**config.mk**
```make
export PLATFORM = sky130hd
export DESIGN_NAME = unix_seconds_to_calendar_date
export DESIGN_NICKNAME = d
export VERILOG_FILES = /design/src/rtl/ucal_pkg.sv /design/src/rtl/ucal_front.sv /design/src/rtl/ucal_queue.sv /design/src/rtl/ucal_back.sv /design/src/rtl/unix_seconds_to_calendar_date.sv
export SDC_FILE = /design/constraint.sdc
export NUM_CORES = 1
export LEC_CHECK = 0
export BUFFER_PORTS_ARGS = -buffer_cell sky130_fd_sc_hd__buf_2
export CAP_MARGIN = 20
export CORE_MARGIN = 2
export CORE_UTILIZATION = 23
export DETAILED_ROUTE_END_ITERATION = 6
export MAX_ROUTING_LAYER = met4
export PLACE_DENSITY = 0.43
export SETUP_SLACK_MARGIN = 0.3
export SLEW_MARGIN = 20
export SYNTH_ARGS = -nofsm -noshare
export SYNTH_HDL_FRONTEND = slang
export SYNTH_SLANG_ARGS = --single-unit
```
**constraint.sdc**
```tcl
create_clock -name clock -period 6.2 [get_ports clock]
set_input_delay 0.62 -clock clock [delete_from_list [all_inputs] [get_ports clock]]
set_output_delay 0.62 -clock clock [all_outputs]
set_load 0.1 [all_outputs]
```
**src/rtl/ucal_pkg.sv**
```systemverilog
// Shared types and constants for the seconds-to-calendar converter.
// Used by ucal_front, ucal_queue, ucal_back and the top level; no dependencies.
`default_nettype none

package ucal_pkg;

   localparam int SECS_PER_DAY  = 86400;
   localparam int SECS_PER_HOUR = 3600;
   localparam int SECS_PER_MIN  = 60;
   localparam int EPOCH_YEAR    = 1970;
   localparam int LAST_YEAR     = 2106;

   localparam int SECONDS_W = 32;
   localparam int DAYS_W    = 16;
   localparam int YEAR_W    = 12;
   localparam int MONTH_W   = 4;
   localparam int DAY_W     = 5;
   localparam int HOUR_W    = 5;
   localparam int MINUTE_W  = 6;
   localparam int SECOND_W  = 6;
   localparam int RSP_DATA_W = 40;

   localparam logic [YEAR_W-1:0] EPOCH_YEAR_VAL = YEAR_W'(EPOCH_YEAR);
   localparam logic [1:0]        EPOCH_MOD4     = 2'(EPOCH_YEAR % 4);
   localparam logic [6:0]        EPOCH_MOD100   = 7'(EPOCH_YEAR % 100);
   localparam logic [8:0]        EPOCH_MOD400   = 9'(EPOCH_YEAR % 400);

   localparam logic [8:0] DAYS_COMMON_YEAR = 9'd365;
   localparam logic [8:0] DAYS_LEAP_YEAR   = 9'd366;

   // Reciprocals for the odd parts of the constant divisors. A day is 128 * 675
   // seconds, an hour 16 * 225 and a minute 4 * 15; each value is the ceiling of
   // 2^35 / 675, 2^21 / 225 and 2^14 / 15, exact over the shifted input range.
   localparam logic [25:0] DAY_RECIP  = 26'd50903317;
   localparam logic [13:0] HOUR_RECIP = 14'd9321;
   localparam logic [10:0] MIN_RECIP  = 11'd1093;

   localparam logic [MONTH_W-1:0] MONTH_JAN = 4'd0;
   localparam logic [MONTH_W-1:0] MONTH_FEB = 4'd1;
   localparam logic [MONTH_W-1:0] MONTH_APR = 4'd3;
   localparam logic [MONTH_W-1:0] MONTH_JUN = 4'd5;
   localparam logic [MONTH_W-1:0] MONTH_SEP = 4'd8;
   localparam logic [MONTH_W-1:0] MONTH_NOV = 4'd10;
   localparam logic [MONTH_W-1:0] MONTH_DEC = 4'd11;

   localparam int QUEUE_DEPTH = 2;
   localparam int QUEUE_PTR_W = $clog2(QUEUE_DEPTH);
   localparam int QUEUE_CNT_W = $clog2(QUEUE_DEPTH + 1);

   // One day's split: whole days since the epoch and the time of day.
   typedef struct packed {
      logic [DAYS_W-1:0]   days;
      logic [HOUR_W-1:0]   hour;
      logic [MINUTE_W-1:0] minute;
      logic [SECOND_W-1:0] second;
   } span_type;

   typedef enum logic [2:0] {
      FRONT_IDLE,
      FRONT_DAY,
      FRONT_DAY_REM,
      FRONT_HOUR,
      FRONT_HOUR_REM,
      FRONT_MIN,
      FRONT_MIN_REM,
      FRONT_PUSH
   } front_state_type;

   typedef enum logic [2:0] {
      BACK_IDLE,
      BACK_LOAD,
      BACK_YEAR,
      BACK_MONTH,
      BACK_DONE
   } back_state_type;

   // Length of a month, counted from January as zero.
   function automatic logic [DAY_W-1:0] month_days(input logic [MONTH_W-1:0] mon,
                                                   input logic leap);
      logic [DAY_W-1:0] len;
      unique case (mon)
         MONTH_FEB: begin
            len = leap ? 5'd29 : 5'd28;
         end
         MONTH_APR, MONTH_JUN, MONTH_SEP, MONTH_NOV: begin
            len = 5'd30;
         end
         default: begin
            len = 5'd31;
         end
      endcase
      return len;
   endfunction

endpackage

`default_nettype wire

```
**src/rtl/ucal_front.sv**
```systemverilog
// Front part: accepts a request and splits the seconds into days, hours,
// minutes and seconds with reciprocal multiplications. Uses ucal_pkg.
`default_nettype none

module ucal_front (
   input  wire logic                                 clock,
   input  wire logic                                 reset,
   input  wire logic                                 req_tvalid,
   output logic                                      req_tready,
   input  wire logic [ucal_pkg::SECONDS_W-1:0]       req_tdata,
   output logic                                      push,
   output ucal_pkg::span_type                        push_data,
   input  wire logic                                 queue_full
);

   ucal_pkg::front_state_type state_ff, state_in;

   logic [ucal_pkg::SECONDS_W-1:0] rem_ff, rem_in;
   logic [ucal_pkg::DAYS_W-1:0]    days_ff, days_in;
   logic [ucal_pkg::HOUR_W-1:0]    hour_ff, hour_in;
   logic [ucal_pkg::MINUTE_W-1:0]  minute_ff, minute_in;

   logic [50:0] day_prod;
   logic [26:0] hour_prod;
   logic [20:0] min_prod;

   always_ff @(posedge clock) begin
      if (reset) begin
         state_ff <= ucal_pkg::FRONT_IDLE;
      end else begin
         state_ff <= state_in;
      end
   end

   always_ff @(posedge clock) begin
      rem_ff    <= rem_in;
      days_ff   <= days_in;
      hour_ff   <= hour_in;
      minute_ff <= minute_in;
   end

   // The power-of-two part of each divisor is shifted off first, and the odd
   // part is divided by multiplying with its scaled reciprocal.
   assign day_prod  = 51'(rem_ff[ucal_pkg::SECONDS_W-1:7]) * 51'(ucal_pkg::DAY_RECIP);
   assign hour_prod = 27'(rem_ff[16:4]) * 27'(ucal_pkg::HOUR_RECIP);
   assign min_prod  = 21'(rem_ff[11:2]) * 21'(ucal_pkg::MIN_RECIP);

   assign push_data.days   = days_ff;
   assign push_data.hour   = hour_ff;
   assign push_data.minute = minute_ff;
   assign push_data.second = rem_ff[ucal_pkg::SECOND_W-1:0];

   always_comb begin
      state_in   = state_ff;
      rem_in     = rem_ff;
      days_in    = days_ff;
      hour_in    = hour_ff;
      minute_in  = minute_ff;
      req_tready = 1'b0;
      push       = 1'b0;
      unique case (state_ff)
         ucal_pkg::FRONT_IDLE: begin
            req_tready = 1'b1;
            if (req_tvalid) begin
               rem_in   = req_tdata;
               state_in = ucal_pkg::FRONT_DAY;
            end
         end
         ucal_pkg::FRONT_DAY: begin
            days_in  = day_prod[50:35];
            state_in = ucal_pkg::FRONT_DAY_REM;
         end
         ucal_pkg::FRONT_DAY_REM: begin
            rem_in   = rem_ff - ucal_pkg::SECONDS_W'(days_ff) *
                               ucal_pkg::SECONDS_W'(ucal_pkg::SECS_PER_DAY);
            state_in = ucal_pkg::FRONT_HOUR;
         end
         ucal_pkg::FRONT_HOUR: begin
            hour_in  = ucal_pkg::HOUR_W'(hour_prod[26:21]);
            state_in = ucal_pkg::FRONT_HOUR_REM;
         end
         ucal_pkg::FRONT_HOUR_REM: begin
            rem_in   = rem_ff - ucal_pkg::SECONDS_W'(hour_ff) *
                               ucal_pkg::SECONDS_W'(ucal_pkg::SECS_PER_HOUR);
            state_in = ucal_pkg::FRONT_MIN;
         end
         ucal_pkg::FRONT_MIN: begin
            minute_in = ucal_pkg::MINUTE_W'(min_prod[20:14]);
            state_in  = ucal_pkg::FRONT_MIN_REM;
         end
         ucal_pkg::FRONT_MIN_REM: begin
            rem_in   = rem_ff - ucal_pkg::SECONDS_W'(minute_ff) *
                               ucal_pkg::SECONDS_W'(ucal_pkg::SECS_PER_MIN);
            state_in = ucal_pkg::FRONT_PUSH;
         end
         ucal_pkg::FRONT_PUSH: begin
            if (!queue_full) begin
               push     = 1'b1;
               state_in = ucal_pkg::FRONT_IDLE;
            end
         end
         default: begin
            state_in = ucal_pkg::FRONT_IDLE;
         end
      endcase
   end

`ifndef SYNTHESIS
   a_time_of_day_range: assert property (@(posedge clock) disable iff (reset)
      push |-> (push_data.hour < 5'd24 && push_data.minute < 6'd60 &&
                rem_ff < ucal_pkg::SECONDS_W'(ucal_pkg::SECS_PER_MIN)))
      else $error("time of day out of range at push");
   a_accept_starts_day: assert property (@(posedge clock) disable iff (reset)
      (req_tvalid && req_tready) |=> (state_ff == ucal_pkg::FRONT_DAY))
      else $error("accepted request did not start the day division");
`endif

endmodule

`default_nettype wire

```
**src/rtl/ucal_queue.sv**
```systemverilog
// Short queue between the divider front part and the calendar back part.
// Read data is registered on a pop and is valid in the cycle after it. Uses ucal_pkg.
`default_nettype none

module ucal_queue (
   input  wire logic               clock,
   input  wire logic               reset,
   input  wire logic               push,
   input  wire ucal_pkg::span_type push_data,
   output logic                    full,
   input  wire logic               pop,
   output logic                    empty,
   output ucal_pkg::span_type      rd_data
);

   ucal_pkg::span_type mem [ucal_pkg::QUEUE_DEPTH];
   ucal_pkg::span_type rd_data_ff;

   logic [ucal_pkg::QUEUE_PTR_W-1:0] wr_ptr_ff, wr_ptr_in;
   logic [ucal_pkg::QUEUE_PTR_W-1:0] rd_ptr_ff, rd_ptr_in;
   logic [ucal_pkg::QUEUE_CNT_W-1:0] count_ff, count_in;
   logic                             do_push;
   logic                             do_pop;

   localparam logic [ucal_pkg::QUEUE_PTR_W-1:0] LAST_PTR =
      ucal_pkg::QUEUE_PTR_W'(ucal_pkg::QUEUE_DEPTH - 1);

   assign full    = (count_ff == ucal_pkg::QUEUE_CNT_W'(ucal_pkg::QUEUE_DEPTH));
   assign empty   = (count_ff == '0);
   assign do_push = push && !full;
   assign do_pop  = pop && !empty;
   assign rd_data = rd_data_ff;

   always_comb begin
      wr_ptr_in = wr_ptr_ff;
      rd_ptr_in = rd_ptr_ff;
      count_in  = count_ff;
      if (do_push) begin
         wr_ptr_in = (wr_ptr_ff == LAST_PTR) ? '0 : wr_ptr_ff + 1'b1;
      end
      if (do_pop) begin
         rd_ptr_in = (rd_ptr_ff == LAST_PTR) ? '0 : rd_ptr_ff + 1'b1;
      end
      if (do_push && !do_pop) begin
         count_in = count_ff + 1'b1;
      end else if (do_pop && !do_push) begin
         count_in = count_ff - 1'b1;
      end
   end

   always_ff @(posedge clock) begin
      if (reset) begin
         wr_ptr_ff <= '0;
         rd_ptr_ff <= '0;
         count_ff  <= '0;
      end else begin
         wr_ptr_ff <= wr_ptr_in;
         rd_ptr_ff <= rd_ptr_in;
         count_ff  <= count_in;
      end
   end

   always_ff @(posedge clock) begin
      if (do_push) begin
         mem[wr_ptr_ff] <= push_data;
      end
      if (do_pop) begin
         rd_data_ff <= mem[rd_ptr_ff];
      end
   end

`ifndef SYNTHESIS
   a_count_bounded: assert property (@(posedge clock) disable iff (reset)
      count_ff <= ucal_pkg::QUEUE_CNT_W'(ucal_pkg::QUEUE_DEPTH))
      else $error("queue count exceeds depth");
   a_no_push_when_full: assert property (@(posedge clock) disable iff (reset)
      full |-> !push)
      else $error("push into a full queue");
`endif

endmodule

`default_nettype wire

```
**src/rtl/ucal_back.sv**
```systemverilog
// Back part: takes whole years, then whole months, off the day count and
// holds the finished date in the result register. Uses ucal_pkg.
`default_nettype none

module ucal_back (
   input  wire logic                              clock,
   input  wire logic                              reset,
   input  wire logic                              queue_empty,
   output logic                                   pop,
   input  wire ucal_pkg::span_type                rd_data,
   output logic                                   rsp_valid,
   input  wire logic                              rsp_ready,
   output logic [ucal_pkg::YEAR_W-1:0]            rsp_year,
   output logic [ucal_pkg::MONTH_W-1:0]           rsp_month,
   output logic [ucal_pkg::DAY_W-1:0]             rsp_day,
   output logic [ucal_pkg::HOUR_W-1:0]            rsp_hour,
   output logic [ucal_pkg::MINUTE_W-1:0]          rsp_minute,
   output logic [ucal_pkg::SECOND_W-1:0]          rsp_second
);

   ucal_pkg::back_state_type state_ff, state_in;

   logic [ucal_pkg::DAYS_W-1:0]   days_ff, days_in;
   logic [ucal_pkg::YEAR_W-1:0]   year_ff, year_in;
   logic [1:0]                    mod4_ff, mod4_in;
   logic [6:0]                    mod100_ff, mod100_in;
   logic [8:0]                    mod400_ff, mod400_in;
   logic [ucal_pkg::MONTH_W-1:0]  mon_ff, mon_in;
   logic [ucal_pkg::HOUR_W-1:0]   hour_ff, hour_in;
   logic [ucal_pkg::MINUTE_W-1:0] minute_ff, minute_in;
   logic [ucal_pkg::SECOND_W-1:0] second_ff, second_in;

   logic                          rsp_valid_ff, rsp_valid_in;
   logic [ucal_pkg::YEAR_W-1:0]   rsp_year_ff, rsp_year_in;
   logic [ucal_pkg::MONTH_W-1:0]  rsp_month_ff, rsp_month_in;
   logic [ucal_pkg::DAY_W-1:0]    rsp_day_ff, rsp_day_in;
   logic [ucal_pkg::HOUR_W-1:0]   rsp_hour_ff, rsp_hour_in;
   logic [ucal_pkg::MINUTE_W-1:0] rsp_minute_ff, rsp_minute_in;
   logic [ucal_pkg::SECOND_W-1:0] rsp_second_ff, rsp_second_in;

   logic                          leap;
   logic [8:0]                    year_len;
   logic [ucal_pkg::DAY_W-1:0]    mon_len;
   logic                          rsp_free;

   // Leap rule from running remainders of the year, so no division is needed.
   assign leap     = (mod4_ff == 2'd0) && ((mod100_ff != 7'd0) || (mod400_ff == 9'd0));
   assign year_len = leap ? ucal_pkg::DAYS_LEAP_YEAR : ucal_pkg::DAYS_COMMON_YEAR;
   assign mon_len  = ucal_pkg::month_days(mon_ff, leap);
   assign rsp_free = !rsp_valid_ff || rsp_ready;

   always_ff @(posedge clock) begin
      if (reset) begin
         state_ff     <= ucal_pkg::BACK_IDLE;
         rsp_valid_ff <= 1'b0;
      end else begin
         state_ff     <= state_in;
         rsp_valid_ff <= rsp_valid_in;
      end
   end

   always_ff @(posedge clock) begin
      days_ff       <= days_in;
      year_ff       <= year_in;
      mod4_ff       <= mod4_in;
      mod100_ff     <= mod100_in;
      mod400_ff     <= mod400_in;
      mon_ff        <= mon_in;
      hour_ff       <= hour_in;
      minute_ff     <= minute_in;
      second_ff     <= second_in;
      rsp_year_ff   <= rsp_year_in;
      rsp_month_ff  <= rsp_month_in;
      rsp_day_ff    <= rsp_day_in;
      rsp_hour_ff   <= rsp_hour_in;
      rsp_minute_ff <= rsp_minute_in;
      rsp_second_ff <= rsp_second_in;
   end

   always_comb begin
      state_in      = state_ff;
      days_in       = days_ff;
      year_in       = year_ff;
      mod4_in       = mod4_ff;
      mod100_in     = mod100_ff;
      mod400_in     = mod400_ff;
      mon_in        = mon_ff;
      hour_in       = hour_ff;
      minute_in     = minute_ff;
      second_in     = second_ff;
      rsp_valid_in  = rsp_valid_ff && !rsp_ready;
      rsp_year_in   = rsp_year_ff;
      rsp_month_in  = rsp_month_ff;
      rsp_day_in    = rsp_day_ff;
      rsp_hour_in   = rsp_hour_ff;
      rsp_minute_in = rsp_minute_ff;
      rsp_second_in = rsp_second_ff;
      pop           = 1'b0;
      unique case (state_ff)
         ucal_pkg::BACK_IDLE: begin
            if (!queue_empty) begin
               pop      = 1'b1;
               state_in = ucal_pkg::BACK_LOAD;
            end
         end
         ucal_pkg::BACK_LOAD: begin
            days_in   = rd_data.days;
            hour_in   = rd_data.hour;
            minute_in = rd_data.minute;
            second_in = rd_data.second;
            year_in   = ucal_pkg::EPOCH_YEAR_VAL;
            mod4_in   = ucal_pkg::EPOCH_MOD4;
            mod100_in = ucal_pkg::EPOCH_MOD100;
            mod400_in = ucal_pkg::EPOCH_MOD400;
            mon_in    = ucal_pkg::MONTH_JAN;
            state_in  = ucal_pkg::BACK_YEAR;
         end
         ucal_pkg::BACK_YEAR: begin
            if (days_ff < ucal_pkg::DAYS_W'(year_len)) begin
               state_in = ucal_pkg::BACK_MONTH;
            end else begin
               days_in   = days_ff - ucal_pkg::DAYS_W'(year_len);
               year_in   = year_ff + 1'b1;
               mod4_in   = mod4_ff + 1'b1;
               mod100_in = (mod100_ff == 7'd99) ? 7'd0 : mod100_ff + 1'b1;
               mod400_in = (mod400_ff == 9'd399) ? 9'd0 : mod400_ff + 1'b1;
            end
         end
         ucal_pkg::BACK_MONTH: begin
            if (mon_ff == ucal_pkg::MONTH_DEC || days_ff < ucal_pkg::DAYS_W'(mon_len)) begin
               state_in = ucal_pkg::BACK_DONE;
            end else begin
               days_in = days_ff - ucal_pkg::DAYS_W'(mon_len);
               mon_in  = mon_ff + 1'b1;
            end
         end
         ucal_pkg::BACK_DONE: begin
            if (rsp_free) begin
               rsp_valid_in  = 1'b1;
               rsp_year_in   = year_ff;
               rsp_month_in  = mon_ff + 1'b1;
               rsp_day_in    = days_ff[ucal_pkg::DAY_W-1:0] + 1'b1;
               rsp_hour_in   = hour_ff;
               rsp_minute_in = minute_ff;
               rsp_second_in = second_ff;
               state_in      = ucal_pkg::BACK_IDLE;
            end
         end
         default: begin
            state_in = ucal_pkg::BACK_IDLE;
         end
      endcase
   end

   assign rsp_valid  = rsp_valid_ff;
   assign rsp_year   = rsp_year_ff;
   assign rsp_month  = rsp_month_ff;
   assign rsp_day    = rsp_day_ff;
   assign rsp_hour   = rsp_hour_ff;
   assign rsp_minute = rsp_minute_ff;
   assign rsp_second = rsp_second_ff;

`ifndef SYNTHESIS
   a_date_range: assert property (@(posedge clock) disable iff (reset)
      (state_ff == ucal_pkg::BACK_DONE && rsp_free) |->
         (year_ff <= ucal_pkg::YEAR_W'(ucal_pkg::LAST_YEAR) &&
          mon_ff <= ucal_pkg::MONTH_DEC && days_ff < 16'd31))
      else $error("finished date out of range");
`endif

endmodule

`default_nettype wire

```
**src/rtl/unix_seconds_to_calendar_date.sv**
```systemverilog
// Top level of the seconds-to-calendar converter: ucal_front, ucal_queue and
// ucal_back joined into one stream block. Uses ucal_pkg.
`default_nettype none

// A request carries an unsigned 32-bit count of seconds since 1970-01-01
// 00:00:00, and each request yields exactly one response with the Gregorian
// year, month (1 to 12), day of the month (1 to 31) and the hour, minute and
// second of the day. The largest input, all ones, gives 2106-02-07 06:28:15.
// The front part splits the seconds into whole days and time of day by
// dividing by the constant day, hour and minute lengths with reciprocal
// multiplications: after the accepting state it takes a quotient step and
// then a remainder step for each length, and then hands the result into the
// queue, waiting there while the queue is full. The back part then steps
// through the years one per cycle from 1970 (up to 136 steps) and through
// the months one per cycle (up to 11), and that year walk sets the sustained
// rate for late dates. A two-entry queue between the two parts lets the
// front part take and divide the next request while the back part is still
// walking the calendar, and the response register lets the back part start
// on the next day count while a finished response waits to be taken.
// Nothing is kept from one request to the next; reset only clears the
// control state, and there are no configuration registers.

module unix_seconds_to_calendar_date (
   input  wire logic        clock,
   input  wire logic        reset,
   input  wire logic        req_tvalid,
   output logic             req_tready,
   input  wire logic [31:0] req_tdata,    // [31:0] unix_seconds
   output logic             rsp_tvalid,
   input  wire logic        rsp_tready,
   output logic [39:0]      rsp_tdata     // [11:0] year, [15:12] month, [20:16] day,
                                          // [25:21] hour, [31:26] minute,
                                          // [37:32] second, [39:38] zero
);

   logic               push;
   ucal_pkg::span_type push_data;
   logic               queue_full;
   logic               pop;
   logic               queue_empty;
   ucal_pkg::span_type rd_data;

   logic [ucal_pkg::YEAR_W-1:0]   rsp_year;
   logic [ucal_pkg::MONTH_W-1:0]  rsp_month;
   logic [ucal_pkg::DAY_W-1:0]    rsp_day;
   logic [ucal_pkg::HOUR_W-1:0]   rsp_hour;
   logic [ucal_pkg::MINUTE_W-1:0] rsp_minute;
   logic [ucal_pkg::SECOND_W-1:0] rsp_second;

   // Front part: takes a request whenever its divider is free.
   ucal_front u_front (
      .clock      (clock),
      .reset      (reset),
      .req_tvalid (req_tvalid),
      .req_tready (req_tready),
      .req_tdata  (req_tdata),
      .push       (push),
      .push_data  (push_data),
      .queue_full (queue_full)
   );

   // Queue of day counts and times of day waiting for the calendar walk.
   ucal_queue u_queue (
      .clock     (clock),
      .reset     (reset),
      .push      (push),
      .push_data (push_data),
      .full      (queue_full),
      .pop       (pop),
      .empty     (queue_empty),
      .rd_data   (rd_data)
   );

   // Back part: year and month walk plus the response register.
   ucal_back u_back (
      .clock       (clock),
      .reset       (reset),
      .queue_empty (queue_empty),
      .pop         (pop),
      .rd_data     (rd_data),
      .rsp_valid   (rsp_tvalid),
      .rsp_ready   (rsp_tready),
      .rsp_year    (rsp_year),
      .rsp_month   (rsp_month),
      .rsp_day     (rsp_day),
      .rsp_hour    (rsp_hour),
      .rsp_minute  (rsp_minute),
      .rsp_second  (rsp_second)
   );

   // Response fields packed from the lowest bit up, padded to whole bytes.
   assign rsp_tdata = {2'b00, rsp_second, rsp_minute, rsp_hour, rsp_day, rsp_month, rsp_year};

endmodule

`default_nettype wire

```
# After elaboration in Yosys (flattened, before gate mapping)
# Memories as Yosys holds them, arrays and structs flattened. A register that Yosys moved wholly into a read port is not among the register bits.
# Index checks and enable logic that the tools add are counted.
[word_totals]
register_bits = 175
ram_bits = 66
inputBits = 36
out_inout_bits = 42
elab_cells = 152
n_memories = 1
[mem_list]
columns = ["memory", "depth", "width", "rd", "rd_clocked_by_memory_dff", "write_ports", "line_no", "rtl"]
rows = [
  ["u_queue.mem", 2, 33, 1, 1, 1, "ucal_queue.sv:16", "ucal_pkg::span_type mem [ucal_pkg::QUEUE_DEPTH];"],
]
[op_classes]
add_sub_neg = 15
n_mul = 6
order_cmp = 2
eq_ne = 28
n_mux = 41
n_reduce_logical = 34
[ops]
columns = ["op", "count"]
rows = [
  ["$pmux 32 s4", 1],
  ["$mul 25x26->51 const B", 1],
  ["$pmux 16 s3", 1],
  ["$mux 16", 2],
  ["$mux 32", 1],
  ["$sub 32x12->32", 1],
  ["$sub 32x17->32", 1],
  ["$sub 32x32->32", 1],
  ["$mul 13x14->26 const B", 1],
  ["$mul 16x10->25 const B", 1],
  ["$pmux 12 s2", 1],
  ["$pmux 3 s8", 1],
  ["$mul 10x11->20 const B", 1],
  ["$mux 3", 6],
  ["$mux 9", 2],
  ["$pmux 9 s2", 1],
  ["$lt 16x5->1", 1],
  ["$lt 16x9->1", 1],
  ["$sub 16x5->16", 1],
  ["$sub 16x9->16", 1],
  ["$eq 3x3->1 const B", 5],
  ["$pmux 3 s5", 1],
  ["$mux 7", 2],
  ["$pmux 7 s2", 1],
  ["other kinds (42)", 90],
]

# Logic depth before layout (Yosys ltp)
# Gate-level depths: netlist of run 1.
[logic_depth]
depth_word = 9
ltp_mapped = 26
depth_no_buf = 26

# By module
# A second synthesis of run 1 with hierarchy kept.
[hier_totals]
cells_unflattened = 2785
hier_area_um2 = 30011.3
[by_module_without_submodules]
columns = ["module", "instances", "cells_per_inst", "area_per_inst_um2", "seq_area_each_um2"]
rows = [
  ["ucal_front", 1, 2193, 21191.6, 1831.8],
  ["ucal_back", 1, 429, 5238.8, 3233.1],
  ["ucal_queue", 1, 160, 3562.2, 3052.9],
  ["unix_seconds_to_calendar_date", 1, 3, 18.8, 0.0],
]

# Least setup slack after synthesis of run 1
# OpenSTA, ideal clock, no wires.
[synth_timing]
path_kind = "flip-flop to flip-flop"
start = "register u_front.rem_ff[12] in the netlist's numbering"
end = "register u_front.days_ff[4] in the netlist's numbering (data pin)"
t_arrival_ns = 5.899
required_time_ns = 5.940
slack_ns = 0.041
path_stages_with_launch = 22
path_buffers = 0
synth_period_minus_slack_ns = 6.159
path_cell_list = "edfxtp_1 -> inv_1 -> ha_1 -> fa_1 -> ha_1 -> inv_1 -> fa_1 -> inv_1 -> fa_1 -> inv_1 -> fa_1 -> inv_1 -> fa_1 -> ha_1 -> and3_1 -> nand3_1 -> or2_2 -> nor3_1 -> nor3_1 -> o31ai_1 -> a31oi_1 -> xnor2_1"
[synth_between]
elab_chain_len = 1
[synth_rtl]
columns = ["item", "line_no", "rtl"]
rows = [
  ["start: declaration", "ucal_front.sv:18", "logic [ucal_pkg::SECONDS_W-1:0] rem_ff, rem_in;"],
  ["start signal: assignment", "ucal_front.sv:36", "rem_ff <= rem_in;"],
  ["$mul 25x26->51", "ucal_front.sv:44", "assign day_prod = 51'(rem_ff[ucal_pkg::SECONDS_W-1:7]) * 51'(ucal_pkg::DAY_RECIP);"],
  ["named net u_front.day_prod[39]", "ucal_front.sv:23", "logic [50:0] day_prod;"],
  ["end signal: assignment", "ucal_front.sv:37", "days_ff <= days_in;"],
  ["end: declaration", "ucal_front.sv:19", "logic [ucal_pkg::DAYS_W-1:0] days_ff, days_in;"],
]
# The timed path passes the listed nets, and every way through them passes these cells.
# A chain may end at the register's enable or synchronous reset.

# Worst setup path in the final report of run 1
[layout_timing]
start = "register u_front.rem_ff[12] in the netlist's numbering"
end = "register u_front.days_ff[6] in the netlist's numbering (data pin)"
# The elaborated chain is that of the path after synthesis.

==> metrics, run 1 <==
status finished, final reports clean; hold path start req_tdata[1]; RSZ-0062 raised after global routing true; Yosys warning count 0; Placer Congestion 0.858; clk buf depth 3; Worst-Margin Slew 1060 ps; crit-path cells fa_2 -> inv_2 -> fa_1 -> inv_2 -> ha_4 -> inv_2 -> fa_1 -> fa_1 -> inv_2 -> fa_1 -> fa_1 -> ha_4 -> a21o_1 -> a21o_1 -> a21oi_4 -> nor3_4 -> o41ai_4 -> buf_4 -> a21boi_4 -> buf_6 -> mux2i_1 -> nand2_1; count of flip-flops with a built-in enable after synthesis 263; max frequency 164 MHz; Skew-Pair Late Insertion Delay 590 ps; Core Footprint 130000 sq um; Worst EP required 6520 ps; CTS Hold Bufs 0; Vias 21184; RR Startpoint u_front.rem_ff[12]; die area 134000 sq um; PortBufs 75; Pre-antenna DRT Iters 7; final number of max-transition violations 0; Async S/R FF share, synth 0; WL final 86100 um; arrival time at the worst endpoint 6400 ps; first-pass GRT wire length 135000 um; FF-to-FF path depth 22; Finished Cell Area 37500 sq um; Syn Inst Count 2811; clock sink count 274; Core Rows 132; crit-path max FO 3; final worst-path cycle share 0.981; Hold Path Class primary input to flop; post-synthesis share of cell area spent on xor and xnor gates 0.0467; area delta synth->final 24.3%; IO Pins 78; Die Span X 366 um; fin nets 4074; GR Overflow Total 0; synthesized-area fraction occupied by adder cells 0.423; TritonCTS clock tree built; HPWL Detailed 71400 um; Vias/cell 4.28; most frequent cells in the layout 551 x ha_1, 484 x inv_1, 263 x edfxtp_1, 253 x fa_1, 251 x buf_4; relative slew slack 0.291; average wire per standard cell 17.4 um; min Tclk post-route 6080 ps; Final Hold Fails 0; largest net degree at the start of global routing 39; dominant synthesized flop cell edfxtp_1; FF-to-FF End u_front.days_ff[6]; hold depth 2; critical path class flop to flop; All-Layer GR Usage 0.133; CTS H-tree lvls 2; clock buffer count from CTS 37; simple-gate portion of the synthesized area 0.0748; post-synthesis sequential area ratio 0.269; Vert. Die Dim 366 um; initial antenna violation count 2; post-synthesis mux area share 0.0165; DRC viols 0; top-area cell type share of the netlist area 0.262; cell mode on critical path fa_1; DRT iter0 DRCs 1130; Post-DP Area 34400 sq um; vias in the first global route 22235; area leader, netlist edfxtp_1; final setup violation count 0; Cell Area, Synth 30200 sq um; critical path capture point type flop; worst reg-to-reg setup slack 120 ps; syn_area_per_cell 10.7 sq um; commonest non-fill, non-tap cell in the layout ha_1; Yosys reg bits 274; Worst-path clk slew 60 ps; Worst path max stage delay 610 ps; Min-Delay Endpoint u_front.rem_ff[1]; Cell variety after synth 84; CP max stage cell fa_2; Max-Cap Viols 0; Startpoint Class flop; share of cells above drive strength 1 0.212; Synth Area in Compound Gates 0.101; CTS root buf clkbuf_16; top post-synthesis cells by area edfxtp_1 26%, ha_1 25%, fa_1 18%; Clock Skew 31.8 ps; main combinational cell family by area after synthesis adder cells; initial core utilization 0.232; Final ANT Viol Nets 0
[how the worst max path moves through the flow]
stage,slack (ps),startpoint,endpoint
final,120,u_front.rem_ff[12],u_front.days_ff[6]
after global routing,-80,u_front.rem_ff[26],u_front.days_ff[6]
after CTS,110,u_front.rem_ff[12],u_front.days_ff[6]
after floorplan,300,u_front.rem_ff[12],u_front.days_ff[4]
after detailed placement,-280,u_front.days_ff[2],u_front.rem_ff[29]
after global placement,-440,u_front.days_ff[2],u_front.rem_ff[29]
[final cells by class]
type | count | area, sq um
diodes | 3 | 7.51
clock buffers | 44 | 952
clock inverters | 22 | 308
fillers | 13660 | 92300
inverters | 516 | 1940
multi-input cells | 1986 | 21300
flip-flops and latches | 274 | 8120
well taps | 1742 | 2180
repair buffers | 362 | 2700
[cells in the mapped netlist, types with 10 or more instances]
library cell and number:
ha_1 597, inv_1 516, fa_1 264, edfxtp_1 263
a21oi_1 125, nand2_1 122, xnor2_1 108, nor2_1 103
o21ai_0 85, xor2_1 53, nand3_1 49, a21o_1 43
mux2_2 37, nor3_1 35, o21a_1 28, clkbuf_1 26
and3_1 25, nor2b_1 24, nand2b_1 19, a31oi_1 18
a211oi_1 17, nand4_1 16, o21bai_1 14, o22ai_1 12
o31ai_1 12, dfxtp_1 11, or3_1 11, o211ai_1 10
[critical path, delay by kind of cell, from the launching register on]
family	cells	cell delay (ps)
simple gates	2	160
flops	1	500
compound gates	5	930
buf+inv	6	460
fa+ha+maj	8	3630
mux	1	140
[registers in the layout, indices dropped and copies added (netlist names), 7 cells and up]
register / count
u_front.rem_ff: 32
u_queue.rd_data: 33
u_back.days_ff: 16
u_front.days_ff: 16
u_back.mod100_ff: 7
u_back.year_ff: 12
u_back.rsp_year: 12
u_back.mod400_ff: 9
u_queue.mem: 66
[timing repair]
action                                  in CTS  in global routing
cloned                                       0                  0
endpoints found under the setup margin      28                 27
setup buffers                               47                 19
resized for setup                          170                102
pin swaps                                  133                 97
[stage by stage]
step / utilization / hold WS (ps) / TNS, ps / std cells / setup slack [ps]
after detailed placement: 0.265 / 405 / -1660 / 4813 / -278
after global placement: 0.265 / 402 / -2730 / 4813 / -436
after global routing: 0.289 / 330 / -213 / 4948 / -76.3
after floorplan: - / 400 / 0 / 2812 / 303
after CTS: 0.284 / 300 / 0 / 4926 / 112
final: 0.289 / 340 / 0 / 4949 / 116
[routing by layer]
metal	routed length, um	track usage	share of wire
met3	2720	0.0148	0.032
met2	39400	0.212	0.46
met4	1180	0.0207	0.014
met1	42900	0.185	0.50
met5	0	-	0
[cell families (layout without fill, tap and decap cells)]
kind of cell    Yosys count  count (layout)
compound gates          459             459
xor+xnor                161             161
fa+ha+maj               861             861
buf+inv                 552             944
flops                   274             274
mux                      45              45
other cells               1               5
simple gates            458             458
Power of run 1 is not shown: default switching activity piles up to over one toggle a cycle in this logic, so the estimate is an artifact.
==> inputs of run 2 (changes only) <==
Settings changed: PLACE_DENSITY 0.43 to 0.42.
Clock period 6.2 ns to 7.33 ns, I/O delays scaled along.
==> run 2 against run 1 <==
  * Global-route usage is 0.25 points lower
  * Hold slack better by 72 ps
  * Register-to-register slack better by 520 ps
  * Largest cell class unchanged
  * Critical endpoint is now u_front.days_ff[10]
==> metrics, run 2 (synthesized netlist as in run 1, its figures left out) <==
final worst-path cycle share 0.914; DRT iter0 DRCs 1035; fin nets 3865; TritonCTS clock tree built; area delta synth->final 13.8%; Post-Place Cells 4657; Final Hold Fails 0; FF-to-FF End u_front.days_ff[10]; CTS Hold Bufs 0; final setup violation count 0; All-Layer GR Usage 0.131; GR Overflow Total 0; FF-to-FF path depth 22; Worst path max stage delay 580 ps; vias in the first global route 21098; die area 134000 sq um; Hold Path Class flop to flop; RR Startpoint u_front.rem_ff[26]; Post-Layout Cell Count 4737; Core Footprint 130000 sq um; Skew-Pair Late Insertion Delay 570 ps; Worst-path clk slew 60 ps; PortBufs 75; clock buffer count from CTS 36; clk buf depth 3; max frequency 149 MHz; commonest non-fill, non-tap cell in the layout ha_1; Final ANT Viol Nets 0; initial antenna violation count 3; Vert. Die Dim 366 um; arrival time at the worst endpoint 7000 ps; setup TNS 0 ps; HPWL Detailed 70200 um; relative slew slack 0.462; clock sink count 274; fill count 13787; most frequent cells in the layout 597 x ha_1, 516 x inv_1, 264 x fa_1, 263 x edfxtp_1, 123 x a21oi_1; initial core utilization 0.232; Placer Congestion 0.861; Die Span X 366 um; number of flip-flops in the largest register 66; Worst-Margin Slew 803 ps; Worst Hold Slack 413 ps; Core Rows 132; crit-path cells fa_1 -> ha_1 -> inv_1 -> fa_1 -> inv_1 -> fa_1 -> inv_1 -> fa_1 -> inv_1 -> fa_1 -> inv_1 -> fa_1 -> inv_1 -> ha_1 -> nand2_1 -> nor2_1 -> a21oi_1 -> nand3_1 -> o211ai_1 -> nand2b_1 -> a41oi_1 -> xnor2_1; largest net degree at the start of global routing 39; hold path start u_queue.rd_data[16]; Startpoint Class flop; average wire per standard cell 17.8 um; critical path class flop to flop; CP top delay family adder cells; Pre-antenna DRT Iters 5; status finished, final reports clean; critical path capture point type flop; IO Pins 78; Min-Delay Endpoint u_back.hour_ff[4]; Vias/cell 4.27; RSZ-0062 raised after global routing false; final number of max-transition violations 0; hold depth 0; worst reg-to-reg setup slack 630 ps; CTS H-tree lvls 2; CP max stage cell fa_1; WL final 84100 um; min Tclk post-route 6700 ps; WP buf/inv 6; Most flops, register u_queue.mem; DRC viols 0; first-pass GRT wire length 131000 um; Worst EP required 7630 ps; crit-path max FO 5; Vias 20223; Clock Skew 34.8 ps; Max-Cap Viols 0; share of cells above drive strength 1 0.0899; CTS root buf clkbuf_16
run 2: what timing repair did:
item / CTS / global route
buffers inserted: 0 / 14
endpoints found under the setup margin: 0 / 13
gates resized for setup: 0 / 6
run 2: per-stage QoR:
step                instance area [sq um]   util  setup slack (ps)
global placement                    33100  0.255               329
detailed placement                  33100  0.255               387
finish                              34400  0.265               634
global route                        34400  0.265               297
CTS                                 34200  0.263               319
floorplan                           30200      -              1170
run 2: worst reg2reg max path, cell delays in order (launching register included):
cell and delay (ps):
edfxtp_1 490, fa_1 520, ha_1 290, inv_1 60, fa_1 580, inv_1 80
fa_1 550, inv_1 60, fa_1 560, inv_1 70, fa_1 540, inv_1 60
fa_1 530, inv_1 40, ha_1 340, nand2_1 130, nor2_1 60, a21oi_1 240
nand3_1 200, o211ai_1 430, nand2b_1 190, a41oi_1 320, xnor2_1 110
run 2: how the worst max path moves through the flow:
stage / cells past startpoint / endpoint / slack, ps / from
after global placement: 21 / u_front.days_ff[15] / 330 / u_front.rem_ff[27]
after CTS: 21 / u_front.days_ff[15] / 320 / u_front.rem_ff[27]
after detailed placement: 21 / u_front.days_ff[15] / 390 / u_front.rem_ff[27]
final: 22 / u_front.days_ff[10] / 630 / u_front.rem_ff[26]
after floorplan: 21 / u_front.days_ff[4] / 1170 / u_front.rem_ff[12]
after global routing: 22 / u_front.days_ff[10] / 300 / u_front.rem_ff[26]
run 2: per-layer routing:
metal,track usage,share of wire,up-vias
met5,-,0,-
met4,0.0291,0.021,0
met3,0.0157,0.038,88
met2,0.204,0.45,319
met1,0.181,0.49,9787
li1,-,-,10029
run 2: final cells by class:
class	instances	area [sq um]	area share
timing repair buffer	154	988	0.0288
multi-input combinational	1986	20000	0.583
sequential	274	8120	0.236
clock inverter	18	148	0.00430
tap	1742	2180	0.0634
antenna	2	5.00	0.000146
inverter	516	1940	0.0564
clock buffer	45	955	0.0278
Power of run 2 is left out for the same reason.
==> inputs of run 3 (changes only) <==
Settings changed: REMOVE_ABC_BUFFERS set to 1.
Clock period 7.33 ns to 6.8 ns, I/O delays scaled along.
==> run 3 against run 2 <==
  * Maximum frequency rose by 6.8%
  * Routed wire length fell by 0.18%
  * Clock-buffer cell count fell by 3
  * Register-to-register slack got worse by 100 ps
  * Core utilization rose by 0.57 points
  * Highest routed layer unchanged
==> metrics, run 3 (synthesized netlist as in run 1, its figures left out) <==
fin util 0.270; Final ANT Viol Nets 0; initial core utilization 0.232; Die Span X 366 um; min Tclk post-route 6270 ps; CTS H-tree lvls 2; vias in the first global route 21125; CTS root buf clkbuf_16; CP max stage cell fa_1; fin nets 3915; FF-to-FF path depth 21; crit-path cells fa_1 -> inv_1 -> fa_1 -> inv_1 -> ha_1 -> inv_1 -> fa_1 -> fa_1 -> inv_1 -> fa_2 -> fa_1 -> ha_4 -> a21oi_1 -> o21ai_0 -> a31oi_1 -> o211ai_1 -> a21oi_1 -> o21ai_0 -> a21oi_1 -> xnor2_1 -> buf_4; FF-to-FF End u_front.days_ff[0]; Worst EP required 7130 ps; Worst-path clk slew 70 ps; IO Pins 78; HPWL Detailed 69800 um; worst reg-to-reg setup slack 530 ps; Core Footprint 130000 sq um; critical path capture point type flop; PortBufs 75; TritonCTS clock tree built; final number of max-transition violations 0; arrival time at the worst endpoint 6610 ps; Placer Congestion 0.847; Startpoint Class flop; final worst-path cycle share 0.922; RR Startpoint u_front.rem_ff[20]; status finished, final reports clean; Clock Skew 40.3 ps; Worst-Margin Slew 909 ps; share of cells above drive strength 1 0.120; final setup violation count 0; area delta synth->final 16.3%; commonest non-fill, non-tap cell in the layout ha_1; Vias/cell 4.26; critical path class flop to flop; average wire per standard cell 17.5 um; Worst path max stage delay 610 ps; Vias 20411; Core Rows 132; Most flops, register u_queue.mem; number of flip-flops in the largest register 66; Min-Delay Endpoint u_back.minute_ff[3]; initial antenna violation count 4; cell mode on critical path fa_1; hold path start u_queue.rd_data[9]; Final Hold Fails 0; setup TNS 0 ps; Post-DP Area 33200 sq um; crit-path max FO 6; GR Overflow Total 0; relative slew slack 0.393; largest net degree at the start of global routing 39; RSZ-0062 raised after global routing true; Vert. Die Dim 366 um; hold depth 0; WL final 84000 um; DRC viols 0; max frequency 159 MHz; Hold Path Class flop to flop; die area 134000 sq um; Pre-antenna DRT Iters 5; fill count 13795; Max-Cap Viols 0; All-Layer GR Usage 0.130; first-pass GRT wire length 130000 um; DRT iter0 DRCs 1000; clock buffer count from CTS 35; CTS Hold Bufs 0; Finished Cell Area 35100 sq um; clk buf depth 3; Skew-Pair Late Insertion Delay 580 ps; clock sink count 274; most frequent cells in the layout 583 x ha_1, 513 x inv_1, 263 x fa_1, 263 x edfxtp_1, 125 x buf_4
## run 3: repair_timing
| action | 4_1_cts | 5_1_grt |
|---|---|---|
| setup endpoints to repair | 16 | 26 |
| resized for setup | 10 | 64 |
| buffers inserted | 12 | 31 |
| pin swaps | 1 | 21 |
## run 3: how the worst max path moves through the flow
| stage | start | end | slack (ps) |
|---|---|---|---|
| floorplan | u_front.rem_ff[12] | u_front.days_ff[4] | 640 |
| global placement | u_front.rem_ff[28] | u_front.days_ff[4] | 190 |
| detailed placement | u_front.days_ff[2] | u_front.rem_ff[29] | 160 |
| CTS | u_front.rem_ff[26] | u_front.days_ff[15] | 280 |
| global route | u_front.days_ff[1] | u_front.rem_ff[29] | 250 |
| finish | u_front.rem_ff[20] | u_front.days_ff[0] | 530 |
## run 3: layer usage
layer	share of wire	vias up	GRT usage
met5	0	-	-
met4	0.019	0	0.0288
met3	0.031	76	0.0147
met2	0.46	264	0.205
met1	0.49	9938	0.178
li1	-	10133	-
## run 3: worst max-delay path: cells and delay by family, from the launching register on
kind	cells	cell delay, ps
adders and majority gates	8	3690
AOI/OAI and AO/OA	7	1240
DFF	1	570
buffers and inverters	5	390
xor gates and xnor gates	1	120
## run 3: layout make-up
type	instances	area (sq um)	share of cell area
Timing Repair Buffer	205	1390	0.0395
Clock inverter	21	220	0.00628
Clock buffer	42	902	0.0257
Tap cell	1742	2180	0.0621
Antenna cell	2	5.00	0.000143
Multi-Input combinational cell	1986	20300	0.580
Inverter	516	1940	0.0553
Sequential cell	274	8120	0.231
## run 3: stage by stage
step | cells | setup slack [ps] | hold WS (ps)
6_report | 4788 | 529 | 407
5_1_grt | 4787 | 252 | 408
4_1_cts | 4754 | 284 | 402
3_5_place_dp | 4679 | 162 | 405
3_3_place_gp | 4679 | 187 | 404
2_1_floorplan | 2776 | 641 | 400
Power of run 3 is left out for the same reason.
